`config.mk`:
```
export PLATFORM = sky130hd
export DESIGN_NAME = wsr_qdiv
export DESIGN_NICKNAME = d
export VERILOG_FILES = /design/src/hw/rtl/wsr_pkg.sv /design/src/hw/rtl/wsr_qdiv.sv
export SDC_FILE = /design/constraint.sdc
export NUM_CORES = 2
export LEC_CHECK = 0
export BUFFER_PORTS_ARGS = -buffer_cell sky130_fd_sc_hd__buf_2
export CAP_MARGIN = 20
export CELL_PAD_IN_SITES_DETAIL_PLACEMENT = 2
export CELL_PAD_IN_SITES_GLOBAL_PLACEMENT = 2
export CORE_MARGIN = 2
export CORE_UTILIZATION = 35
export DETAILED_ROUTE_END_ITERATION = 8
export HOLD_SLACK_MARGIN = 0.03
export PLACE_DENSITY_LB_ADDON = 0.15
export RECOVER_POWER = 100
export SYNTH_ARGS = -nofsm -noshare
export SYNTH_HDL_FRONTEND = slang
export SYNTH_SLANG_ARGS = --single-unit
```
`constraint.sdc`:
```
create_clock -name i_clk -period 9.5 [get_ports i_clk]
set_input_delay 1.9 -clock i_clk [delete_from_list [all_inputs] [get_ports i_clk]]
set_output_delay 1.9 -clock i_clk [all_outputs]
set_load 0.01 [all_outputs]
```
`src/hw/rtl/wsr_pkg.sv`:
```
// wsr_pkg: widths, types and constants shared by the weno5 slope pipeline
// no dependencies; imported by wsr_comp, wsr_qdiv and the top level
package wsr_pkg;

    // stencil cells after the optional pre-shift
    localparam int CELL_W      = 32;
    localparam int HALF_W      = 31;

    // difference terms and smoothness indicators
    localparam int TERM_W      = 36;
    localparam int MAG_W       = 35;
    localparam int TERM_BITS   = 29;
    localparam int TQ_W        = 29;
    localparam int SQ_W        = 58;
    localparam int EW          = 63;
    localparam int BETA_BITS   = 14;

    // weight products and their normalized sum
    localparam int PR_W        = 28;
    localparam int PQ_W        = 56;
    localparam int PW          = 59;
    localparam int SW          = 61;
    localparam int SUM_BITS    = 32;

    // nonlinear weight divider
    localparam int WEIGHT_BITS = 26;
    localparam int WQ_W        = WEIGHT_BITS + 1;
    localparam int WREM_W      = 32;
    localparam int WSTEPS      = 3;
    localparam int WSTAGES     = WQ_W / WSTEPS;

    // candidate delay and per-component latency
    localparam int G_DLY       = 12 + WSTAGES;
    localparam int COMP_LAT    = G_DLY + 2;

    // blended numerator and final scaled divider
    localparam int N_W         = 64;
    localparam int D6_W        = 34;
    localparam int D_W         = D6_W + WEIGHT_BITS;
    localparam int QSTEPS      = 2;

    typedef logic signed [CELL_W-1:0] t_cell;
    typedef logic signed [TERM_W-1:0] t_term;
    typedef logic signed [N_W-1:0]    t_num;

    typedef struct packed {
        t_cell far_l;
        t_cell near_l;
        t_cell centre;
        t_cell near_r;
        t_cell far_r;
    } t_stencil;

    typedef struct packed {
        t_term g0;
        t_term g1;
        t_term g2;
    } t_gset;

endpackage

```
`src/hw/rtl/wsr_qdiv.sv`:
```
// wsr_qdiv: scaled, saturating division of the blended numerator by 6 * 2^26 * half width
// pipelined restoring divider, QSTEPS quotient bits per stage
// depends on wsr_pkg
module wsr_qdiv import wsr_pkg::*; #(
    parameter int VALUE_WIDTH = 32,
    parameter int FRAC_BITS   = 16
) (
    input  logic                          i_clk,
    input  logic                          i_en,
    input  t_num                          i_num,
    input  logic [HALF_W-1:0]             i_half,
    output logic signed [VALUE_WIDTH-1:0] o_slope
);

    localparam int PRE     = (VALUE_WIDTH > CELL_W) ? VALUE_WIDTH - CELL_W : 0;
    localparam int SCALE   = FRAC_BITS + PRE;
    localparam int DVW     = N_W + SCALE;
    localparam int TOPW    = DVW - VALUE_WIDTH;
    localparam int CMPW    = (TOPW > D_W) ? TOPW : D_W;
    localparam int QSTAGES = (VALUE_WIDTH + QSTEPS - 1) / QSTEPS;
    localparam logic [VALUE_WIDTH-1:0] SAT_MAX = {1'b0, {(VALUE_WIDTH-1){1'b1}}};
    localparam logic [VALUE_WIDTH-1:0] SAT_MIN = {1'b1, {(VALUE_WIDTH-1){1'b0}}};

    // first stage: magnitude, sign and divisor
    logic [N_W-1:0]  r_m;
    logic            r_neg;
    logic            r_zero;
    logic [D_W-1:0]  r_d;

    always_ff @(posedge i_clk) begin
        if (i_en) begin
            r_m    <= i_num[N_W-1] ? N_W'(-i_num) : N_W'(i_num);
            r_neg  <= i_num[N_W-1];
            r_zero <= (i_num == '0);
            r_d    <= {D6_W'(i_half) * D6_W'(6), {WEIGHT_BITS{1'b0}}};
        end
    end

    // second stage forms the top remainder and overflow, then one row per stage
    logic [DVW-1:0]         dv;
    logic [CMPW-1:0]        top_x;
    logic [CMPW-1:0]        d_x;
    logic [D_W-1:0]         n_rem  [QSTAGES+1];
    logic [D_W-1:0]         r_rem  [QSTAGES+1];
    logic [D_W-1:0]         n_den  [QSTAGES+1];
    logic [D_W-1:0]         r_den  [QSTAGES+1];
    logic [VALUE_WIDTH-1:0] n_lo   [QSTAGES+1];
    logic [VALUE_WIDTH-1:0] r_lo   [QSTAGES+1];
    logic [VALUE_WIDTH-1:0] n_q    [QSTAGES+1];
    logic [VALUE_WIDTH-1:0] r_q    [QSTAGES+1];
    logic                   n_neg  [QSTAGES+1];
    logic                   r_neg2 [QSTAGES+1];
    logic                   n_zero [QSTAGES+1];
    logic                   r_zero2[QSTAGES+1];
    logic                   n_ovf  [QSTAGES+1];
    logic                   r_ovf  [QSTAGES+1];

    always_comb begin
        logic [D_W:0]           rs;
        logic [D_W-1:0]         rem;
        logic [VALUE_WIDTH-1:0] lo;
        logic [VALUE_WIDTH-1:0] q;
        dv    = {r_m, {SCALE{1'b0}}};
        top_x = CMPW'(dv[DVW-1:VALUE_WIDTH]);
        d_x   = CMPW'(r_d);
        n_ovf[0]  = (top_x >= d_x);
        n_rem[0]  = top_x[D_W-1:0];
        n_den[0]  = r_d;
        n_lo[0]   = dv[VALUE_WIDTH-1:0];
        n_q[0]    = '0;
        n_neg[0]  = r_neg;
        n_zero[0] = r_zero;
        for (int st = 1; st <= QSTAGES; st++) begin
            rem = r_rem[st-1];
            lo  = r_lo[st-1];
            q   = r_q[st-1];
            for (int i = 0; i < QSTEPS; i++) begin
                // the last row may carry fewer bits than QSTEPS
                if ((st - 1) * QSTEPS + i < VALUE_WIDTH) begin
                    rs = {rem, lo[VALUE_WIDTH-1]};
                    lo = lo << 1;
                    if (rs >= {1'b0, r_den[st-1]}) begin
                        rs = rs - {1'b0, r_den[st-1]};
                        q  = {q[VALUE_WIDTH-2:0], 1'b1};
                    end else begin
                        q  = {q[VALUE_WIDTH-2:0], 1'b0};
                    end
                    rem = rs[D_W-1:0];
                end
            end
            n_rem[st]  = rem;
            n_lo[st]   = lo;
            n_q[st]    = q;
            n_den[st]  = r_den[st-1];
            n_neg[st]  = r_neg2[st-1];
            n_zero[st] = r_zero2[st-1];
            n_ovf[st]  = r_ovf[st-1];
        end
    end

    always_ff @(posedge i_clk) begin
        if (i_en) begin
            r_rem   <= n_rem;
            r_den   <= n_den;
            r_lo    <= n_lo;
            r_q     <= n_q;
            r_neg2  <= n_neg;
            r_zero2 <= n_zero;
            r_ovf   <= n_ovf;
        end
    end

    // sign and saturation
    logic [VALUE_WIDTH-1:0] n_slope;
    logic [VALUE_WIDTH-1:0] r_slope;
    logic [VALUE_WIDTH-1:0] qf;

    always_comb begin
        qf = r_q[QSTAGES];
        if (r_zero2[QSTAGES]) begin
            n_slope = '0;
        end else if (r_neg2[QSTAGES]) begin
            n_slope = (r_ovf[QSTAGES] || qf > SAT_MIN) ? SAT_MIN : VALUE_WIDTH'(0) - qf;
        end else begin
            n_slope = (r_ovf[QSTAGES] || qf > SAT_MAX) ? SAT_MAX : qf;
        end
    end

    always_ff @(posedge i_clk) begin
        if (i_en) r_slope <= n_slope;
    end

    assign o_slope = $signed(r_slope);

endmodule
```
# After elaboration in Yosys (flattened, before gate mapping)
# Index checks and enable logic that the tools add are counted.
# totals
reg_bits	2002
latchBits	0
ramBits	0
romBits	0
in_bits	97
wordCells	259
memories	0
# op_classes
addsub	33
multipliers	1
n_div	0
magnitude_cmp	35
n_eq_ne	0
shift	0
mux	67
n_bitwise	0
n_reduce_logical	3
# op_table
cell	n
>= comparator 61 x 60 -> 1 bit	31
2-to-1 mux 60 bit	31
subtractor 60 bit	30
2-to-1 mux 32 bit	3
zero test 64 bit	1
negator 64 bit	1
2-to-1 mux 63 bit	1
>= comparator 48 x 60 -> 1 bit	1
>= comparator 49 x 60 -> 1 bit	1
subtractor 49 x 60 -> 60 bit	1
multiplier 31 x 2 -> 33 bit, second input constant	1
greater-than comparator 32 x 31 -> 1 bit, second input constant	1
greater-than comparator 32 bit, second input constant	1
2-to-1 mux 1 bit	32
subtractor 1 x 32 -> 32 bit, first input constant	1
logical OR 1 bit	2

# Logic depth before layout (Yosys ltp)
# logic_depth
depth_word	4
mapped_depth	32
mapped_depth_nobuf	28

# Worst setup path before layout
# No wires, ideal clock.
# synth_timing
path_kind	register to register
start	register r_rem[152] in the netlist's numbering
end	register r_rem[111] in the netlist's numbering (data pin)
setup_time_ps	260
arrival_time_ps	7374
required_time_ps	9240
setup_slack_ps	1866
stages_incl_launch_ff	26
n_path_buf	3
synth_period_minus_slack_ps	7634
path_cell_list	edfxtp_1 -> ha_1 -> o21ai_0 -> a21oi_1 -> a311o_1 -> o31a_1 -> o41ai_1 -> o21ai_1 -> a31oi_1 -> nor2_1 -> nor4_1 -> clkbuf_1 -> clkbuf_1 -> mux2_2 -> ha_1 -> a2111o_1 -> o21bai_1 -> a311oi_1 -> o21ai_0 -> a21boi_0 -> o211a_1 -> o31ai_1 -> o2bb2ai_1 -> a2111oi_2 -> buf_2 -> mux2_2
# synth_lines
item	line	source
start, declared	wsr_qdiv.sv:44	logic [D_W-1:0] r_rem [QSTAGES+1];
start signal, assigned	wsr_qdiv.sv:103	r_rem <= n_rem;

==> results.py <==
metrics = {
    "status": {
        "outcome": "finished, violations left",
        "violations": "max-capacitance violations, max-slew violations",
    },
    "clocking": {
        "cts_buffer_depth": 4,
        "cts_buffers": 233,
        "cts_tree": "built",
        "cts_sinks": 1946,
        "cts.htree.levels": 4,
        "clk_latency_ns": 0.94,
        "path_clk_slew_ns": 0.07,
        "cts-root-buf": "clkbuf_16",
    },
    "worst_setup_path": {
        "critPathBufInv": 3,
        "arrival_ns": 9.71,
        "cp_common_cell": "o21ai_0",
        "critPathKind": "register to register",
        "critical_path_peak_fanout": 34,
        "critPathMaxStageDelay_ns": 0.80,
        "crit_slowest_cell": "clkbuf_2",
        "cp.depth": 25,
        "r2r_cells": 25,
        "cp.required_ns": 10.18,
        "cp-start-kind": "register",
        "regToRegStartpoint": "r_rem[152]",
        "worst_path_dominant_cell_family": "compound AO/OA/AOI/OAI gates",
        "crit_start": "r_rem[152]",
        "endpoint_kind": "register",
    },
    "sta": {
        "hold_viol": 0,
        "maxSlewHeadroom": -4.54,
        "worst_pin_slew_ns": 8.31,
        "max_freq_mhz": 111,
        "final-setup-viol-count": 0,
        "setup_slack_ns": 0.464,
        "finalMaxSlewViolations": 225,
        "rsz0062_at_grt": "false",
        "period_share": 0.951,
        "min_period_ns": 9.04,
        "tns_ns": 0,
        "fin_skew_ns": 0.0526,
    },
    "place": {
        "dp_slack_ns": 0.396,
        "io_buffers": 128,
        "place.gp.congestion": 0.890,
        "dpl.hpwl_mm": 338,
    },
    "floorplanning": {
        "dieHeight_um": 602,
        "start_util": 0.352,
        "chipWidth_um": 602,
        "core-area_um2": 356000,
        "num_io_pins": 129,
        "die-area_um2": 363000,
        "row_count": 219,
    },
    "final_layout": {
        "nNetsFinal": 13100,
        "nFillCells": 37900,
        "drive_gt1_frac": 0.0910,
        "syn2layout_area_growth_pct": 11.5,
    },
    "synth": {
        "synth.yosys.warnings": 0,
        "netlist_area_um2": 125000,
        "synth_xor_area_frac": 0.0652,
        "postSynthCellCount": 11700,
        "synth.area.mux_share": 0.0487,
        "syn-num-nets": 12900,
        "netlist.area_leader.share": 0.466,
        "ys_ff_latch": 1946,
        "synth.most_common_cell": "edfxtp_1",
        "synth_flop_cell": "edfxtp_1",
        "synth_enable_flop_cells": 1946,
        "synth_fa_ha_area_frac": 0.115,
        "synth_compound_area_frac": 0.169,
        "synth-seq-area-share": 0.466,
        "yosys.area.top_type": "edfxtp_1",
        "synth_top_cells_by_count": "edfxtp_1, ha_1, a21oi_1",
        "yosys.area_share.simple": 0.103,
        "async_flop_share": 0,
        "synth_area_per_cell_um2": 10.7,
        "synthTopCellsByArea": "edfxtp_1, ha_1, mux2_2",
        "ys_types": 86,
        "synth_top_family_by_area": "compound AO/OA/AOI/OAI gates",
    },
    "hold_path": {
        "hold-path-cell-count": 0,
        "hp-start": "n_zero[5]",
        "hold_path_class": "register to register",
    },
    "route": {
        "highest_layer": "met5",
        "post_drt_wl_per_cell_um": 25.3,
        "final_antenna_net_count": 0,
        "drc": 0,
        "wl_met2_mm": 214,
        "wl_met3_mm": 12.1,
        "first_iter_violations": 5661,
        "drt_wl_total_mm": 427,
        "wl_met1_mm": 190,
        "vias": 93300,
        "drt_pass1_iterations": 5,
        "via_per_inst": 5.53,
    },
    "grt": {
        "grt_max_degree": 167,
        "track_usage": 0.230,
        "antenna_found_initial": 28,
        "grt_first_pass_wirelength_mm": 647,
        "grt_pass1_vias": 102000,
        "overflow": 0,
    },
    "flow_run": {
        "maxCapViolations": 4,
    },
}
==> flip-flops by register name, indices dropped and copies added (netlist names) <==
register / flops
n_den: 528
r_ovf: 1
qf: 32
n_ovf: 16
r_lo: 16
r_neg2: 1
d_x: 33
r_zero2: 1
r_m: 64
n_lo: 56
o_slope: 32
r_zero: 1
r_neg: 1
r_q: 240
n_zero: 16
n_neg: 16
r_rem: 892
==> metal layers <==
layer	track usage	vias up
met5	0	-
met4	0.0535	4
met3	0.0205	472
met2	0.412	1280
met1	0.299	47400
li1	-	44100
==> per-stage QoR <==
| step | cell area [µm²] | utilization | cells | hold slack, ns |
|---|---|---|---|---|
| final | 140000 | 0.392 | 16900 | 0.405 |
| after global routing | 140000 | 0.392 | 16900 | 0.419 |
| after CTS | 140000 | 0.393 | 16800 | 0.418 |
| after detailed placement | 132000 | 0.371 | 16400 | 0.405 |
| after global placement | 132000 | 0.371 | 16400 | 0.400 |
| after floorplan | 125000 | - | 11700 | 0.400 |
==> area by class of cell <==
type | count | area [µm²] | share of cell area
timing repair buffer | 217 | 1330 | 0.00952
inverter | 884 | 3320 | 0.0238
clock buffer | 270 | 5990 | 0.0429
antenna | 10 | 25.0 | 0.000179
sequential | 1946 | 58400 | 0.418
multi-input combinational | 8628 | 62800 | 0.450
tap | 4751 | 5940 | 0.0425
clock inverter | 157 | 1860 | 0.0133
==> worst paths after layout <==
check / to / slack (ns)
worst max-delay path: r_rem[93] / 0.46
worst min-delay path: n_zero[4] / 0.41
worst max register to register: r_rem[93] / 0.46
worst min register to register: n_zero[4] / 0.41
==> cell usage in the layout, fill, tap and decap left out, types with 122 or more instances in the layout <==
cell type	n
nand4_1	172
o21ai_0	722
o21a_1	157
mux2_2	480
nor2_1	689
nand3_1	180
nand2b_1	128
clkbuf_16	234
nor4_1	122
nand2_1	769
nor2b_1	122
o21bai_1	151
ha_1	1100
a21o_1	542
a21oi_1	1034
nor3_1	159
xor2_1	280
inv_1	881
edfxtp_1	1946
xnor2_1	653
==> kinds of logic (layout without fill, tap and decap cells) <==
| family | after synthesis | after routing |
|---|---|---|
| compound gates | 3346 | 3346 |
| xor+xnor | 933 | 933 |
| fa+ha+maj | 1132 | 1132 |
| buf+inv | 1117 | 1528 |
| flops | 1946 | 1946 |
| mux | 545 | 545 |
| other cells | 0 | 10 |
| simple gates | 2672 | 2672 |
==> repair_timing <==
item | CTS | global route
setup endpoints to repair | 0 | 182
buffers inserted | 0 | 0
gates resized for setup | 0 | 9
hold buffers | 0 | 0
endpoints found under the hold margin | 0 | 0
Power is left out: the tool's default activity adds up to more than one toggle a clock period on the data nets, which glitch-free logic cannot reach.
